<file path="src/sv/tpq_pkg.sv">
// shared types, codes and the ordering function of the task priority queue
package tpq_pkg;

    // request opcodes
    localparam logic OP_PUSH = 1'b0;
    localparam logic OP_POP  = 1'b1;

    // result status codes
    localparam logic [1:0] ST_OK    = 2'd0;
    localparam logic [1:0] ST_EMPTY = 2'd1;
    localparam logic [1:0] ST_FULL  = 2'd2;

    // one stored task
    typedef struct packed {
        logic [1:0]  cls;
        logic [31:0] due;
        logic [15:0] minutes;
        logic [31:0] number;
    } t_entry;

    // per-cycle command broadcast along the chain
    typedef struct packed {
        logic push;
        logic pop;
    } t_chain_ctl;

    // true when a must leave before b: class, then deadline, then number
    function automatic logic goes_first(input t_entry a, input t_entry b);
        logic [65:0] ka;
        logic [65:0] kb;
        ka = {a.cls, a.due, a.number};
        kb = {b.cls, b.due, b.number};
        return ka < kb;
    endfunction

endpackage

</file>
<file path="src/sv/task_priority_queue.sv">
// top level of the task priority queue: sorted cell chain, counters and result register
// a request's result is registered, and offered in the cycle after it is accepted
// throughput: one request per cycle while results are taken; every cell compares in parallel
// a new request is taken while a result waits, unless the result side stalls
// reset (synchronous, active low) empties the queue, sets the next task number to one
// and drops any pending result; cell contents are left as they are
module task_priority_queue #(
    parameter int QUEUE_DEPTH = 16
) (
    input  logic        i_clk,
    input  logic        i_rst_n,
    // request channel
    input  logic        i_in_valid,
    output logic        o_in_stall,
    input  logic        i_opcode,
    input  logic [1:0]  i_prio_class,
    input  logic [31:0] i_due_time,
    input  logic [15:0] i_est_minutes,
    // result channel
    output logic        o_out_valid,
    input  logic        i_out_stall,
    output logic [1:0]  o_status,
    output logic [31:0] o_task_number,
    output logic [1:0]  o_out_class,
    output logic [31:0] o_out_due,
    output logic [15:0] o_out_minutes,
    output logic        o_now_empty
);

    localparam int CNT_W = $clog2(QUEUE_DEPTH + 1);

    // occupancy and numbering
    logic [CNT_W-1:0] r_count;
    logic [CNT_W-1:0] n_count;
    logic [31:0]      r_next_number;
    logic [31:0]      n_next_number;

    // result register
    logic        r_out_valid;
    logic [1:0]  r_status;
    logic [31:0] r_task_number;
    logic [1:0]  r_out_class;
    logic [31:0] r_out_due;
    logic [15:0] r_out_minutes;
    logic        r_now_empty;

    logic [1:0]  n_status;
    logic [31:0] n_task_number;
    logic [1:0]  n_out_class;
    logic [31:0] n_out_due;
    logic [15:0] n_out_minutes;
    logic        n_now_empty;

    logic                accept;
    logic                full;
    logic                empty;
    tpq_pkg::t_chain_ctl ctl;
    tpq_pkg::t_entry     new_entry;

    // chain wiring: cell 0 holds the entry that leaves first
    tpq_pkg::t_entry w_entry     [QUEUE_DEPTH];
    logic            w_new_first [QUEUE_DEPTH];

    // result side frees up at this edge or is already free
    assign o_in_stall = r_out_valid && i_out_stall;
    assign accept     = i_in_valid && !o_in_stall;

    assign full  = (r_count == CNT_W'(QUEUE_DEPTH));
    assign empty = (r_count == '0);

    // errored requests leave the chain untouched
    assign ctl.push = accept && (i_opcode == tpq_pkg::OP_PUSH) && !full;
    assign ctl.pop  = accept && (i_opcode == tpq_pkg::OP_POP) && !empty;

    assign new_entry.cls     = i_prio_class;
    assign new_entry.due     = i_due_time;
    assign new_entry.minutes = i_est_minutes;
    assign new_entry.number  = r_next_number;

    for (genvar g = 0; g < QUEUE_DEPTH; g++) begin : g_cell
        logic            left_new_first;
        tpq_pkg::t_entry left_entry;
        tpq_pkg::t_entry right_entry;

        if (g == 0) begin : g_head
            // nothing to the left: a displaced head always takes the new entry
            assign left_new_first = 1'b0;
            assign left_entry     = new_entry;
        end else begin : g_mid
            assign left_new_first = w_new_first[g-1];
            assign left_entry     = w_entry[g-1];
        end

        if (g == QUEUE_DEPTH - 1) begin : g_tail
            // past the tail a pop shifts in an unused slot
            assign right_entry = w_entry[g];
        end else begin : g_body
            assign right_entry = w_entry[g+1];
        end

        tpq_cell u_cell (
            .i_clk            (i_clk),
            .i_ctl            (ctl),
            .i_new            (new_entry),
            .i_occupied       (r_count > CNT_W'(g)),
            .i_left_new_first (left_new_first),
            .i_left_entry     (left_entry),
            .i_right_entry    (right_entry),
            .o_entry          (w_entry[g]),
            .o_new_first      (w_new_first[g])
        );
    end

    // next counters and the result of this request
    always_comb begin
        n_count       = r_count;
        n_next_number = r_next_number;
        n_status      = tpq_pkg::ST_OK;
        n_task_number = '0;
        n_out_class   = '0;
        n_out_due     = '0;
        n_out_minutes = '0;
        if (i_opcode == tpq_pkg::OP_PUSH) begin
            if (full) begin
                n_status = tpq_pkg::ST_FULL;
            end else begin
                n_task_number = r_next_number;
                n_next_number = r_next_number + 32'd1;
                n_count       = r_count + CNT_W'(1);
            end
        end else begin
            if (empty) begin
                n_status = tpq_pkg::ST_EMPTY;
            end else begin
                // head of the chain is the first in order
                n_task_number = w_entry[0].number;
                n_out_class   = w_entry[0].cls;
                n_out_due     = w_entry[0].due;
                n_out_minutes = w_entry[0].minutes;
                n_count       = r_count - CNT_W'(1);
            end
        end
        n_now_empty = (n_count == '0);
    end

    always_ff @(posedge i_clk) begin
        if (!i_rst_n) begin
            r_count       <= '0;
            r_next_number <= 32'd1;
            r_out_valid   <= 1'b0;
        end else begin
            if (accept) begin
                r_count       <= n_count;
                r_next_number <= n_next_number;
                r_out_valid   <= 1'b1;
            end else if (!i_out_stall) begin
                r_out_valid <= 1'b0;
            end
        end
    end

    // result payload, loaded only with an accepted request
    always_ff @(posedge i_clk) begin
        if (accept) begin
            r_status      <= n_status;
            r_task_number <= n_task_number;
            r_out_class   <= n_out_class;
            r_out_due     <= n_out_due;
            r_out_minutes <= n_out_minutes;
            r_now_empty   <= n_now_empty;
        end
    end

    assign o_out_valid   = r_out_valid;
    assign o_status      = r_status;
    assign o_task_number = r_task_number;
    assign o_out_class   = r_out_class;
    assign o_out_due     = r_out_due;
    assign o_out_minutes = r_out_minutes;
    assign o_now_empty   = r_now_empty;

endmodule

</file>
<file path="src/sv/tpq_cell.sv">
// one cell of the sorted chain: holds one entry, shifts right on insert, left on pop
module tpq_cell (
    input  logic               i_clk,
    input  tpq_pkg::t_chain_ctl i_ctl,
    input  tpq_pkg::t_entry    i_new,
    input  logic               i_occupied,
    input  logic               i_left_new_first,
    input  tpq_pkg::t_entry    i_left_entry,
    input  tpq_pkg::t_entry    i_right_entry,
    output tpq_pkg::t_entry    o_entry,
    output logic               o_new_first
);

    tpq_pkg::t_entry r_entry;
    tpq_pkg::t_entry n_entry;

    // an empty cell orders after everything
    assign o_new_first = !i_occupied || tpq_pkg::goes_first(i_new, r_entry);
    assign o_entry     = r_entry;

    always_comb begin
        n_entry = r_entry;
        if (i_ctl.pop) begin
            n_entry = i_right_entry;
        end else if (i_ctl.push && o_new_first) begin
            // left neighbour also displaced: take its entry, else the new one lands here
            n_entry = i_left_new_first ? i_left_entry : i_new;
        end
    end

    always_ff @(posedge i_clk) begin
        r_entry <= n_entry;
    end

endmodule

</file>
<file path="config.mk">
export PLATFORM = sky130hd
export DESIGN_NAME = task_priority_queue
export DESIGN_NICKNAME = d
export VERILOG_FILES = /design/src/sv/tpq_pkg.sv /design/src/sv/task_priority_queue.sv /design/src/sv/tpq_cell.sv
export SDC_FILE = /design/constraint.sdc
export NUM_CORES = 2
export LEC_CHECK = 0
export BUFFER_PORTS_ARGS = -buffer_cell sky130_fd_sc_hd__buf_2
export CAP_MARGIN = 20
export CORE_ASPECT_RATIO = 0.7
export CORE_UTILIZATION = 30
export DETAILED_ROUTE_END_ITERATION = 7
export SETUP_SLACK_MARGIN = 0.05
export SLEW_MARGIN = 20
export SYNTH_ARGS = -nofsm -noshare
export SYNTH_HDL_FRONTEND = slang
export SYNTH_SLANG_ARGS = --single-unit
</file>
<file path="constraint.sdc">
create_clock -name i_clk -period 8.7 [get_ports i_clk]
set_input_delay 0.87 -clock i_clk [delete_from_list [all_inputs] [get_ports i_clk]]
set_output_delay 0.87 -clock i_clk [all_outputs]
set_load 0.02 [all_outputs]
</file>
## Yosys cells after proc, flatten, opt, wreduce, memory -nomap -nowiden

Index checks and enable logic that the tools add are counted.

| operators by class | value |
|---|---|
| add/subtract/negate cells | 3 |
| magnitude comparators | 32 |
| eq/ne operators | 2 |
| mux-type cells | 56 |
| bitwise operators | 3 |
| reductions and logical operators | 77 |

Operators with widths:

| operator | number |
|---|---|
| 2-to-1 mux 82 bit | 45 |
| < comparator 66 bit | 16 |
| 2-to-1 mux 32 bit | 3 |
| greater-than comparator 5 x 4 -> 1 bit, second input constant | 8 |
| adder 32 x 1 -> 32 bit, second input constant | 1 |
| nonzero test 2 bit | 15 |
| logical AND 1 bit | 22 |
| greater-than comparator 5 x 3 -> 1 bit, second input constant | 4 |
| logical NOT 1 bit | 19 |
| logical OR 1 bit | 16 |
| 2-to-1 mux 5 bit | 3 |
| greater-than comparator 5 x 1 -> 1 bit, second input constant | 2 |
| greater-than comparator 5 x 2 -> 1 bit, second input constant | 2 |
| logical NOT 5 bit | 2 |
| adder 5 x 1 -> 5 bit, second input constant | 1 |
| == test 5 bit, second input constant | 1 |
| subtractor 5 x 1 -> 5 bit, second input constant | 1 |
| 2-to-1 mux 2 bit | 2 |
| 2-to-1 mux 1 bit | 3 |
| NOT 1 bit | 3 |
| AND reduction 3 bit | 1 |
| inequality test 2 x 1 -> 1 bit, second input constant | 1 |
| AND reduction 2 bit | 1 |
| OR reduction 2 bit | 1 |

| word-level totals | value |
|---|---|
| register bits after elaboration | 1435 |
| input port bits | 55 |
| output and inout bits | 87 |

## Depth between registers and ports, before layout

| depth | value |
|---|---|
| depth in word-level cells | 8 |
| mapped depth | 13 |
| gate-level depth less buffers | 10 |

## Modules after synthesis

From an unflattened synthesis, not the netlist that was laid out.

| second synthesis, totals | value |
|---|---|
| cell total of the unflattened synthesis | 10003 |
| area total of the unflattened synthesis | 97872.6 µm² |

By module, submodules not included:

| module | instances | cells each | area an instance (µm²) | seq. area each (µm²) |
|---|---|---|---|---|
| tpq_cell | 16 | 595 | 5771.8 | 2462.4 |
| task_priority_queue | 1 | 483 | 5524.0 | 3313.2 |

## Least setup slack after synthesis

No wires, ideal clock.

| timing path | value |
|---|---|
| path kind | reg-to-reg |
| start point | register r_count[1] |
| end point | register g_cell[15].u_cell.r_entry (netlist bit g_cell[15].u_cell.o_entry[0]) (enable) |
| library setup time | 0.635 ns |
| arrival | 8.480 ns |
| slack | -0.416 ns |
| stages on the path, launching flop included | 12 |
| path buffers | 1 |
| clock period less this slack | 9.116 ns |
| cells stage by stage | dfxtp_1 -> clkbuf_1 -> inv_1 -> ha_1 -> nor3b_1 -> a21oi_1 -> nand2_1 -> a2111oi_0 -> o211ai_1 -> a21oi_1 -> or3b_2 -> o21ai_0 |

| on the way | value |
|---|---|
| cells in the longest elaborated chain, start to end | 5 |

Ends and longest elaborated chain:

| item | RTL line | source |
|---|---|---|
| start, declared | task_priority_queue.sv:33 | `logic [CNT_W-1:0] r_count;` |
| start signal, assigned | task_priority_queue.sv:153 | `r_count <= n_count;` |
| greater-than comparator 5 x 4 -> 1 bit, or another cell as far along | task_priority_queue.sv:105 | `.i_occupied (r_count > CNT_W'(g)),` |
| logical NOT 1 bit (on tied branches) | tpq_cell.sv:18, task_priority_queue.sv:72, task_priority_queue.sv:73 |  |
| logical OR 1 bit, or another cell as far along | tpq_cell.sv:18 | `assign o_new_first = !i_occupied \|\| tpq_pkg::goes_first(i_new, r_entry);` |
| logical AND 1 bit / NOT 1 bit (equally long branches) | -- |  |
| AND reduction 2 bit (no source line) (*) | -- |  |
| end signal, assigned | tpq_cell.sv:32 | `r_entry <= n_entry;` |
| end, declared | tpq_cell.sv:14 | `tpq_pkg::t_entry r_entry;` |

Mark *: on every way between the ends. The rest lies on a longest branch, timed or not.
A chain may end at the register's enable or synchronous reset.

==> reports/qor.yml <==
status:
  status: "finished, final reports clean"
timing:
  post-route-period-util_pct: 77.2
  setup_tns_ps: 0
  grt_setup_unrepaired: "false"
  min_tclk_post_route_ps: 6720
  achievable-frequency_ghz: 0.149
  finalMaxSlewViolations: 0
  fin_worst_skew_ps: 59.1
  timing.final.setup_violations: 0
  hold_ws_ps: 257
  timing.slew.headroom_pct: 11.2
  worst_margin_slew_ps: 1330
  timing_hold_violations_final: 0
setup_path:
  critPathLaunch: "r_count[1]"
  crit-reg2reg-capture: "g_cell[8].u_cell.o_entry[23]"
  worst_path_largest_cell_delay_ps: 860
  crit_end: "g_cell[8].u_cell.o_entry[23]"
  timing.critical_path.max_delay_family: "simple AND/OR/NAND/NOR gates"
  required_ps: 9280
  timing.critical_path.buf_inv: 3
  critPathArrivalTime_ps: 7300
  timing.critical_path.fanout_max: 169
  cp-start-kind: "flip-flop"
  crit_path_category: "flip-flop to flip-flop"
  reg2reg_depth: 10
  crit_path_cell_trace: "inv_1, ha_1, nor3b_1, nand2_2, buf_4, and2_2, nand2_8, buf_12, nand2_1, o221ai_1"
  crit_cells: 10
  critPathCaptureType: "flip-flop"
  reg_to_reg_start: "r_count[1]"
  timing.reg2reg.setup_slack_ps: 1980
  critical-path-slowest-cell: "sky130_fd_sc_hd__nor3b_1"
grt:
  wire_length_of_the_first_global_routing_pass_mm: 560
  grt_max_degree: 201
  grt_pass1_vias: 79700
  grt.total_usage_pct: 22.7
  sum_of_overflow_across_all_layers_after_global_routing: 0
  grt_antenna_before_repair: 33
finish:
  final_nets: 10500
  final_layout_size_suffix_gt1_share_pct: 7.19
  area_delta_synth_final_pct: 10.6
route:
  routed_wire_length_mm: 384
  drc_violations: 0
  ant_nets: 0
  drt_iter0_drc: 12900
  post_drt_via_cell_ratio: 6.21
  detailroute.via_count: 86000
  wl_per_cell_um: 27.7
  drt_pass1_iterations: 8
synthesis:
  synth_async_sr_flop_share_pct: 0
  synth_top_area_share_pct: 43.4
  seq_area_frac_synth_pct: 44.2
  postSynthNetCount: 10900
  ys_seq_elements: 1435
  mean_area_per_synthesized_cell_um2: 9.87
  synth.cells.most_frequent: "sky130_fd_sc_hd__edfxtp_1 (1397), sky130_fd_sc_hd__nand4_1 (1255), sky130_fd_sc_hd__inv_1 (1057), sky130_fd_sc_hd__ha_1 (1046), sky130_fd_sc_hd__nand2_1 (1026)"
  netlist-cell-type-count: 71
  top_flip_flop_cell_by_instance_count_after_synthesis: "sky130_fd_sc_hd__edfxtp_1"
  synth.largest_area_cell: "sky130_fd_sc_hd__edfxtp_1"
  synthMostInstantiatedCell: "sky130_fd_sc_hd__edfxtp_1"
  syn-cell-area_um2: 96600
  synthCells: 9791
  synthTopCellsByArea: "sky130_fd_sc_hd__edfxtp_1 (43%), sky130_fd_sc_hd__ha_1 (14%), sky130_fd_sc_hd__nand4_1 (8.1%)"
  synth_edf_count: 1397
  ys_warn_count: 0
power:
  p_switching_uw: 8090
  cellLeakagePower_uw: 0.0433
  pwr-share-comb_pct: 26.8
  sw_share_pct: 34.8
  seq_power_share_pct: 42.4
  clock_power_share_pct: 30.7
  vdd.ir_drop.worst_mv: 0.140
  power_density_nw_per_um2: 217
  power_uw: 23200
  cell_internal_pwr_uw: 15100
worst_hold_path:
  hold_path_class: "primary input to flip-flop"
floorplanning:
  boundaryPins: 142
  die_w_um: 680
  floorplan.rows: 173
  dieArea_um2: 324000
  core_region_area_um2: 319000
  starting_utilization_of_the_core_area_pct: 30.3
  die_h_um: 477
clocking:
  clockRootBuffer: "sky130_fd_sc_hd__clkbuf_16"
  tritoncts.num_buffers: 164
  clk_pin_slew_worst_paths_ps: 70
  postCtsResizedCells: 0
  h-tree-depth: 4
  clk_latency_ps: 880
  cts_tree: "yes"
  post-cts-setup-buffer-count: 0
  cts.sinks: 1435
  holdBufCountCts: 0
  ctsLongestPathBuffers: 4
placed_design:
  numPortBuffers: 141
  post-dp-hpwl_mm: 264
  place_congestion: 0.932
run:
  drv_cap: 0
layer usage:
| layer | global-route usage [%] | wire length [um] | vias to the layer above |
|---|---|---|---|
| met4 | 6.23 | 11300 | 40 |
| met1 | 34.9 | 174000 | 42100 |
| li1 | - | - | 37600 |
| met2 | 28.9 | 142000 | 5616 |
| met5 | 0.162 | 295 | - |
| met3 | 8.29 | 57300 | 581 |
area by class of cell:
class | count | area (um^2)
flip-flops and latches | 1435 | 42700
multi-input cells | 6431 | 47200
clock inverters | 74 | 634
diodes | 4 | 10.0
clock buffers | 213 | 4500
inverters | 1058 | 3980
well taps | 4287 | 5360
repair buffers | 353 | 2510
fillers | 32400 | 212000
power groups by stage:
stage	clock network (uW)	logic, uW	registers, uW
final	7140	6240	9860
after global routing	7440	6780	9970
after CTS	7200	6050	9840
after floorplan	0	4020	9780
after global placement	0	5920	9970
after detailed placement	0	6010	9980
cells by family (layout without fill, tap and decap cells):
family / Yosys count / after routing / synth area share (%)
adders and majority gates: 1046 / 1046 / 13.5
other: 0 / 4 / 0
muxes: 2 / 2 / 0.0207
xor gates and xnor gates: 27 / 27 / 0.245
buffers and inverters: 1925 / 1698 / 7.65
AOI/OAI and AO/OA: 2525 / 2525 / 19.0
and+or+nand+nor: 2831 / 2831 / 15.3
DFF: 1435 / 1435 / 44.2
flip-flops by register name, indices dropped and copies added, names as in the netlist:
name,count
r_count,5
o_out_minutes,16
o_out_class,2
o_status,2
r_next_number,32
o_out_valid,1
g_cell.u_cell.o_entry,1312
o_now_empty,1
o_task_number,32
o_out_due,32
worst register-to-register path, stage by stage, from the launching register on:
cell	delay (ps)
sky130_fd_sc_hd__dfxtp_1	470
sky130_fd_sc_hd__inv_1	220
sky130_fd_sc_hd__ha_1	280
sky130_fd_sc_hd__nor3b_1	860
sky130_fd_sc_hd__nand2_2	750
sky130_fd_sc_hd__buf_4	490
sky130_fd_sc_hd__and2_2	440
sky130_fd_sc_hd__nand2_8	730
sky130_fd_sc_hd__buf_12	640
sky130_fd_sc_hd__nand2_1	910
sky130_fd_sc_hd__o221ai_1	660
stage by stage:
stage | utilization [%] | std cells | area [um^2] | setup WS (ps)
detailed placement | 31.9 | 13600 | 102000 | 1770
global route | 33.5 | 13900 | 107000 | 1870
floorplan | - | 9791 | 96600 | 1800
global placement | 31.8 | 13600 | 102000 | 1620
CTS | 33.5 | 13800 | 107000 | 2130
finish | 33.5 | 13900 | 107000 | 1980
cells in the final DEF (no fill, tap or decap), drive strengths merged, types with 65 or more instances in the layout:
cell type	synthesis	final
a21o	239	239
a21oi	464	464
a311oi	66	66
buf	129	353
clkbuf	738	213
edfxtp	1397	1397
ha	1046	1046
inv	1058	1062
nand2	1027	1027
nand3	108	108
nand4	1255	1255
nor2	88	88
nor4	90	90
o211ai	594	594
o21ai	238	238
o221ai	652	652
o311ai	65	65
worst min-delay path by stage:
| stage | slack [ps] | end | from | depth (start not counted) |
|---|---|---|---|---|
| after detailed placement | 520 | g_cell[14].u_cell.o_entry[35] | g_cell[15].u_cell.o_entry[35] | 2 |
| after global routing | 240 | o_out_valid | i_in_valid | 2 |
| after global placement | 520 | g_cell[14].u_cell.o_entry[37] | g_cell[15].u_cell.o_entry[37] | 2 |
| after floorplan | 510 | g_cell[14].u_cell.o_entry[32] | g_cell[15].u_cell.o_entry[32] | 2 |
| after CTS | 210 | o_out_valid | i_in_valid | 2 |
| final | 260 | o_out_valid | i_in_valid | 2 |
Note: power is estimated with default switching activity, not from simulation.
